`src/rtl/core/dht_pkg.sv`:
```
// Package for the double hash table engine: status and command codes,
// default sizes, shared request type. No dependencies.
`default_nettype none
package dht_pkg;
    localparam int DEF_SLOTS      = 1024;
    localparam int DEF_VALUE_BITS = 32;

    localparam logic [1:0] CMD_FIND   = 2'd0;
    localparam logic [1:0] CMD_INSERT = 2'd1;
    localparam logic [1:0] CMD_READ   = 2'd2;
    localparam logic [1:0] CMD_BAD    = 2'd3;

    localparam logic [2:0] ST_FOUND     = 3'd0;
    localparam logic [2:0] ST_INSERTED  = 3'd1;
    localparam logic [2:0] ST_NOT_FOUND = 3'd2;
    localparam logic [2:0] ST_FULL      = 3'd3;
    localparam logic [2:0] ST_USED      = 3'd4;
    localparam logic [2:0] ST_EMPTY     = 3'd5;
    localparam logic [2:0] ST_BAD       = 3'd6;

    localparam logic [9:0] SIZE_RESET = 10'd1021;

    // request handed from front to back
    typedef struct packed {
        logic [1:0]  cmd;
        logic [31:0] hash_value;
        logic [31:0] key;
        logic [63:0] value;
        logic [9:0]  slot_index;
    } dht_req_t;
endpackage
`default_nettype wire

```
`src/rtl/core/dht_front.sv`:
```
// Front part: accepts requests, forces zero hash to one, queues them in a
// two-entry FIFO for the back part. Depends on dht_pkg.
`default_nettype none
module dht_front (
    input  wire               clk,
    input  wire               rst_n,
    input  wire               in_valid,
    output logic              in_stall,
    input  wire [1:0]         cmd,
    input  wire [31:0]        hash_value,
    input  wire [31:0]        key,
    input  wire [31:0]        value,
    input  wire [9:0]         slot_index,
    output logic              q_valid,
    input  wire               q_take,
    output dht_pkg::dht_req_t q_req
);
    import dht_pkg::*;

    dht_req_t   mem_reg [2];
    logic       wp_reg, rp_reg;
    logic [1:0] cnt_reg;
    dht_req_t   req_in;
    logic       push, pop;

    always_comb
    begin
        req_in.cmd        = cmd;
        req_in.hash_value = (hash_value == 32'd0) ? 32'd1 : hash_value;
        req_in.key        = key;
        req_in.value      = {32'd0, value};
        req_in.slot_index = slot_index;
    end

    assign in_stall = (cnt_reg == 2'd2);
    assign push     = in_valid && !in_stall;
    assign q_valid  = (cnt_reg != 2'd0);
    assign pop      = q_valid && q_take;
    assign q_req    = mem_reg[rp_reg];

    always_ff @(posedge clk)
    begin
        if (push)
        begin
            mem_reg[wp_reg] <= req_in;
        end
    end

    always_ff @(posedge clk or negedge rst_n)
    begin
        if (!rst_n)
        begin
            wp_reg  <= 1'b0;
            rp_reg  <= 1'b0;
            cnt_reg <= 2'd0;
        end
        else
        begin
            if (push)
            begin
                wp_reg <= ~wp_reg;
            end
            if (pop)
            begin
                rp_reg <= ~rp_reg;
            end
            cnt_reg <= cnt_reg + {1'b0, push} - {1'b0, pop};
        end
    end
endmodule
`default_nettype wire

```
`config.mk`:
```
export PLATFORM = sky130hd
export DESIGN_NAME = dht_front
export DESIGN_NICKNAME = d
export VERILOG_FILES = /design/src/rtl/core/dht_pkg.sv /design/src/rtl/core/dht_front.sv
export SDC_FILE = /design/constraint.sdc
export NUM_CORES = 1
export LEC_CHECK = 0
export BUFFER_PORTS_ARGS = -buffer_cell sky130_fd_sc_hd__buf_2
export CAP_MARGIN = 20
export CORE_UTILIZATION = 37
export DETAILED_ROUTE_END_ITERATION = 8
export GPL_TIMING_DRIVEN = 0
export PLACE_DENSITY = 0.65
export RECOVER_POWER = 50
export SLEW_MARGIN = 20
export SYNTH_ARGS = -nofsm -noshare
export SYNTH_HDL_FRONTEND = slang
export SYNTH_SLANG_ARGS = --single-unit
```
`constraint.sdc`:
```
create_clock -name clk -period 7.6 [get_ports clk]
set_clock_uncertainty 0.15 [all_clocks]
set_input_delay 0.76 -clock clk [delete_from_list [all_inputs] [get_ports clk]]
set_output_delay 0.76 -clock clk [all_outputs]
set_load 0.02 [all_outputs]
```
==> results of run 1 <==
[repair_timing]
item                       4_1_cts  5_1_grt
setup endpoints to repair        0        0
hold buffers                     1        0
hold endpoints to repair         4        0
[report_power, final]
| part | switching [mW] | internal (mW) |
|---|---|---|
| logic | 0.873 | 0.573 |
| clock network | 0.436 | 0.591 |
| registers | 0.0590 | 1.67 |
| total | 1.37 | 2.84 |
[path summary, 6_finish.rpt]
kind,to,slack [ns],cells past startpoint
worst max-delay path,mem_reg[1][39],3.92,3
worst min-delay path,mem_reg[1][68],0.29,1
worst max register to register,mem_reg[1][39],3.92,3
worst min register to register,cnt_reg[0],0.38,1
max in group asynchronous,cnt_reg[0],6.64,2
min in group asynchronous,cnt_reg[1],0.47,2
[worst max-delay path, cell delays in order (launching register included)]
cell and delay [ns]:
dfrtp_1 0.41, nand2b_1 0.13, and3_1 0.24, clkbuf_1 2.23
[cells in the mapped netlist]
master | instances | area share [%]
xnor2_1 | 3 | 0.31
buf_6 | 3 | 0.40
mux2_4 | 10 | 1.8
buf_2 | 9 | 0.53
clkbuf_1 | 31 | 1.4
and3_1 | 1 | 0.074
nor2_1 | 1 | 0.044
conb_1 | 1 | 0.044
nand4_1 | 2 | 0.15
mux2_2 | 98 | 13
nor4_1 | 8 | 0.59
inv_1 | 2 | 0.089
and2_1 | 1 | 0.074
buf_4 | 32 | 2.8
dfrtp_1 | 4 | 1.2
o21bai_1 | 1 | 0.089
nand2b_1 | 1 | 0.074
or2_2 | 1 | 0.074
xor2_1 | 1 | 0.10
ha_1 | 2 | 0.30
edfxtp_1 | 216 | 77
nand2_1 | 1 | 0.044
[kinds of logic after synthesis]
| group | count (synthesis) | synth area share (%) |
|---|---|---|
| compound gates | 1 | 0.08888 |
| xor+xnor | 4 | 0.4147 |
| fa+ha+maj | 2 | 0.2961 |
| buf+inv | 77 | 5.242 |
| flops | 220 | 77.95 |
| mux | 108 | 14.84 |
| other cells | 1 | 0.04438 |
| simple gates | 16 | 1.126 |
[cell type report]
type / count / area (um2) / share of cell area [%]
sequential: 220 / 6586 / 61.29
multi-input combinational: 163 / 1544 / 14.37
timing repair buffer: 228 / 1135 / 10.56
clock buffer: 29 / 598.1 / 5.565
buffer: 75 / 435.4 / 4.052
tap: 280 / 350.3 / 3.260
clock inverter: 13 / 90.09 / 0.8383
inverter: 2 / 7.507 / 0.06986
[layer usage]
layer / wire [um] / track usage [%] / vias to the layer above
met2: 7973 / 23.24 / 197
met4: 478 / 5.051 / 0
met5: 0 / 0 / -
li1: - / - / 2130
met1: 6641 / 15.88 / 2201
met3: 1147 / 4.026 / 34
[cells in the final DEF, fill, tap and decap left out, types with 2 or more instances in the layout]
cell / count
nand4_1: 2
edfxtp_1: 216
clkinv_2: 5
inv_1: 2
buf_4: 32
clkinv_1: 5
buf_6: 3
clkbuf_1: 105
buf_12: 2
mux2_2: 98
clkbuf_16: 23
conb_1: 32
xnor2_1: 3
buf_2: 163
dfrtp_1: 4
mux2_4: 10
buf_16: 2
ha_1: 2
nor4_1: 8
==> results.ini, run 1 <==
[timing]
fmax_ghz = 0.2720
rsz0062_at_grt = false
worst_pin_slew_ns = 3.166
min_period_ns = 3.677
worst_slack_ns = 3.923
fin_hold_ws_ns = 0.2919
finalMaxSlewViolations = 109
tns_ns = 0
setup_viol = 0
finalCritPeriodShare_pct = 48.38
hold_viol_final = 0
maxSlewHeadroom_pct = -111.0

[critical_path]
cp-end-kind = flop
crit_required_ns = 7.49
path_class = reg -> reg
r2r_start = cnt_reg[1]
critPathLaunch = cnt_reg[1]
cp_max_fo = 54
crit_arrival_ns = 3.56
critPathLaunchType = flop

[die]
core-area_um2 = 22090
fp.dieW_um = 153.1
die_h_um = 153.1
start_util_pct = 38.24
rows = 54
dieArea_um2 = 23440
num_io_pins = 254

[global_route]
overflow = 0
antenna_found_initial = 0
grt_max_degree = 55
first_global_vias = 4757
grt_first_pass_wirelength_um = 25010
grt_usage_pct = 13.49

[clock_tree]
htreeDepth = 1
cts-buffers-inserted = 23
cts_sinks = 220
clk_latency_ns = 0.50
cts_buffer_depth = 3
clk_pin_slew_ns = 0.06
cts_setup_buffers = 0
cts_tree = done
cts_resized = 0
root_buffer = clkbuf_16

[routing]
drt-initial-drc-count = 143
routed_via_density = 4.517
vias = 4562
drt-total-wl_um = 16240
ant_nets = 0
wire_per_inst_um = 16.08
route.detailed.drc = 0
first_pass_iters = 4

[final_layout]
nets = 827
largest_register_ffs = 216
final_area_um2 = 10750
fill_cells = 1907
drive_above_1_share_pct = 46.99
antenna_cells = 0
layoutNonFillerInstCount = 1010
area_delta_synth_final_pct = 27.19
fin_util_pct = 48.64

[power]
leakage_nw = 4.019
total_power_mw = 4.204
ir_worst_vdd_mv = 0.2472
power.density_nw_per_um2 = 391.2

[yosys]
ys_seq_area_share_pct = 77.95
synth.distinct_cells = 22
synth_cells = 429
synth_warnings = 0
syn-mean-instance-area_um2 = 19.70
synthesis.area_um2 = 8449
synth-seq-cells = 220

[placed_design]
dp_slack_ns = 5.052
gp_congestion = 0.7360
port-buffer-count = 221
dp_cells = 967
dpl-instance-area_um2 = 10180
dpl.hpwl_um = 11360

[hold_path]
hp-start = key[26]
hold_class = in -> reg

[job]
maxCapViolations = 2

[run_status]
violations = max-capacitance violations, max-slew violations
status = finished with violations

Power figures use the tool's default switching activity.
==> run 2, diff against run 1 <==
ABC_AREA = 1   (was not set)
PLACE_DENSITY = 0.67   (was 0.65)
clock period = 3.1 ns   (was 7.6 ns; I/O delays follow)
==> run 2 against run 1 <==
Against the previous run: the flow now finishes without violations; die area rose by 0.98%; sequential share of layout area fell by 7.0 points; via count rose by 31%; register-to-register slack got worse by 3.3 ns; worst hold slack got worse by 0.011 ns; setup slack got worse by 3.3 ns; first-iteration DRC count rose by 100%; critical endpoint is now mem_reg[0][38]; highest routed layer is now met5.
==> results.ini, run 2 <==
[run_status]
status = complete, no violations

[clock_tree]
cts-buffers-inserted = 23  ; unchanged
clk_pin_slew_ns = 0.06  ; about the same
cts_tree = done
htreeDepth = 1  ; unchanged
cts_setup_buffers = 0  ; unchanged
root_buffer = clkbuf_16
cts_resized = 0  ; unchanged
clk_latency_ns = 0.50  ; about the same
cts_sinks = 220  ; unchanged
cts_buffer_depth = 3  ; unchanged

[power]
power_frac_seq_pct = 37.3  ; -3.9 points
switching_share_pct = 36.55  ; +4.0 points
power_frac_comb_pct = 37.2  ; +2.8 points
p_switching_mw = 4.123  ; +200%
leakage_nw = 5.167  ; +29%
ir_worst_vdd_mv = 0.6312  ; +160%
total_power_mw = 11.28  ; +170%
clkPwrFrac_pct = 25.5  ; +1.1 points
internal_power_mw = 7.156  ; +150%
power.density_nw_per_um2 = 930.5  ; +140%

[yosys]
synthFlopType = edfxtp_1
syn-mean-instance-area_um2 = 12.55  ; -36%
synth.distinct_cells = 17  ; -23%
synth-seq-cells = 220  ; unchanged
synthArstFlopShare_pct = 1.818  ; unchanged
synth_warnings = 0  ; unchanged
synthTopCellsByArea = edfxtp_1 (76%), nand2_1 (15%), buf_4 (3.2%)
synth_edf_count = 216  ; unchanged
ys_seq_area_share_pct = 77.18  ; -0.77 points
synth_cells = 680  ; +59%
synthesis.area_um2 = 8533  ; +0.99%
synth.top_cell.area_share_pct = 76.01  ; -0.75 points
synth_most_common_cell = nand2_1
synth.top_cells.by_count = nand2_1 (335), edfxtp_1 (216), buf_4 (36)
yosys.area.top_type = edfxtp_1

[die]
rows = 55  ; +1.9%
num_io_pins = 254  ; unchanged
die_h_um = 153.9  ; +0.49%
start_util_pct = 37.69  ; -0.55 points
fp.dieW_um = 153.9  ; +0.49%
dieArea_um2 = 23670  ; +0.98%
core-area_um2 = 22640  ; +2.5%

[routing]
vias = 5976  ; +31%
drt-initial-drc-count = 292  ; +100%
routed_via_density = 4.340  ; -3.9%
first_pass_iters = 4  ; unchanged
ant_nets = 0  ; unchanged
route.detailed.drc = 0  ; unchanged
drt-total-wl_um = 19260  ; +19%
wire_per_inst_um = 13.99  ; -13%

[critical_path]
cp-end-kind = flop
path_class = reg -> reg
crit_arrival_ns = 2.48  ; -1.08 ns
crit_required_ns = 3.14  ; -4.35 ns
cp_max_fo = 25  ; -54%
r2r_slack_ns = 0.66  ; -3.26 ns
critPathLaunchType = flop

[timing]
maxSlewHeadroom_pct = 35.54  ; +150 points
hold_viol_final = 0  ; unchanged
tns_ns = 0  ; unchanged
worst_slack_ns = 0.6612  ; -3.262 ns
rsz0062_at_grt = false
finalMaxSlewViolations = 0  ; -100%
min_period_ns = 2.439  ; -1.238 ns
fmax_ghz = 0.4100  ; +51%
worst_pin_slew_ns = 0.9567  ; -2.209 ns
setup_viol = 0  ; unchanged
finalCritPeriodShare_pct = 78.67  ; +30 points

[final_layout]
final_common_cell = nand2_1
antenna_cells = 0  ; unchanged
drive_above_1_share_pct = 23.72  ; -23 points
fin_util_pct = 53.54  ; +4.9 points
fill_cells = 1918  ; +0.58%
nets = 1190  ; +44%
area_delta_synth_final_pct = 42.05
largest_register_ffs = 216  ; unchanged
layout_common_cells = nand2_1 (335), edfxtp_1 (216), buf_2 (172)

[placed_design]
port-buffer-count = 221  ; unchanged
gp_congestion = 0.7197  ; -2.2%
dp_slack_ns = 0.9414  ; -4.111 ns
dpl.hpwl_um = 12050  ; +6.0%

[hold_path]
hold_class = in -> reg

[global_route]
grt_first_pass_wirelength_um = 30540  ; +22%
overflow = 0  ; unchanged
antenna_found_initial = 1  ; +1
grt_usage_pct = 16.40  ; +2.9 points
first_global_vias = 6078  ; +28%
grt_max_degree = 26  ; -53%

[job]
maxCapViolations = 0  ; -2

==> run 2: path summary, 6_finish.rpt <==
kind | startpoint | end | depth (start not counted)
max in group asynchronous | rst_n | wp_reg | 3
max | cnt_reg[1] | mem_reg[0][38] | 5
max reg2reg | cnt_reg[1] | mem_reg[0][38] | 5
min | in_valid | wp_reg | 3
min reg2reg | cnt_reg[0] | cnt_reg[0] | 1
min in group asynchronous | rst_n | cnt_reg[0] | 3
==> run 2: cells by family after synthesis <==
group,Yosys count,share of synthesized area [%]
buffers and inverters,92,6.085
flip-flops,220,77.18
AND/OR/NAND/NOR,359,15.82
other,1,0.04395
XOR/XNOR,4,0.4106
AO/OA/AOI/OAI,2,0.1613
adder cells (fa/ha/maj),2,0.2932
==> run 2: worst max-delay path, stage by stage (launching register included) <==
cell and delay [ns]:
dfrtp_1 0.41, inv_1 0.10, o21ai_0 0.31, nor2_4 0.68
buf_16 0.25, buf_12 0.20
==> run 2: per-layer routing <==
layer | up-vias | GRT usage [%] | wire length, um
li1 | 2961 | - | -
met1 | 2742 | 18.08 | 7466
met2 | 224 | 29.70 | 9673
met3 | 47 | 5.130 | 1574
met4 | 2 | 5.714 | 542
met5 | - | 0 | 8
==> run 2: timing repair <==
| action | in CTS | in global routing |
|---|---|---|
| hold buffers | 111 | 0 |
| endpoints found under the setup margin | 0 | 0 |
| hold endpoints to repair | 220 | 0 |
==> run 2: final cells by class <==
| type | instances | area (um2) | share of cell area [%] |
|---|---|---|---|
| clock buffer | 25 | 583.1 | 4.810 |
| timing repair buffer | 340 | 2311 | 19.06 |
| clock inverter | 16 | 210.2 | 1.734 |
| tap | 285 | 356.6 | 2.942 |
| sequential | 220 | 6586 | 54.34 |
| inverter | 6 | 25.02 | 0.2064 |
| buffer | 86 | 494.2 | 4.077 |
| multi-input combinational | 399 | 1555 | 12.83 |
==> run 2: stage by stage <==
step	hold slack (ns)	cell area, um2	std cells
after floorplan	-0.1356	8655	711
after global placement	-0.02808	10120	1217
after detailed placement	-0.02764	10300	1225
after CTS	0.02069	12210	1377
after global routing	0.2889	12120	1377
final	0.2809	12120	1377
==> run 2: power groups by stage <==
stage | registers, mW | clock network (mW) | logic (mW)
floorplan | 4.31 | 0 | 2.54
global placement | 4.37 | 0 | 3.94
detailed placement | 4.27 | 0 | 4.16
CTS | 4.21 | 2.95 | 4.28
global route | 4.26 | 3.04 | 4.60
finish | 4.20 | 2.88 | 4.20
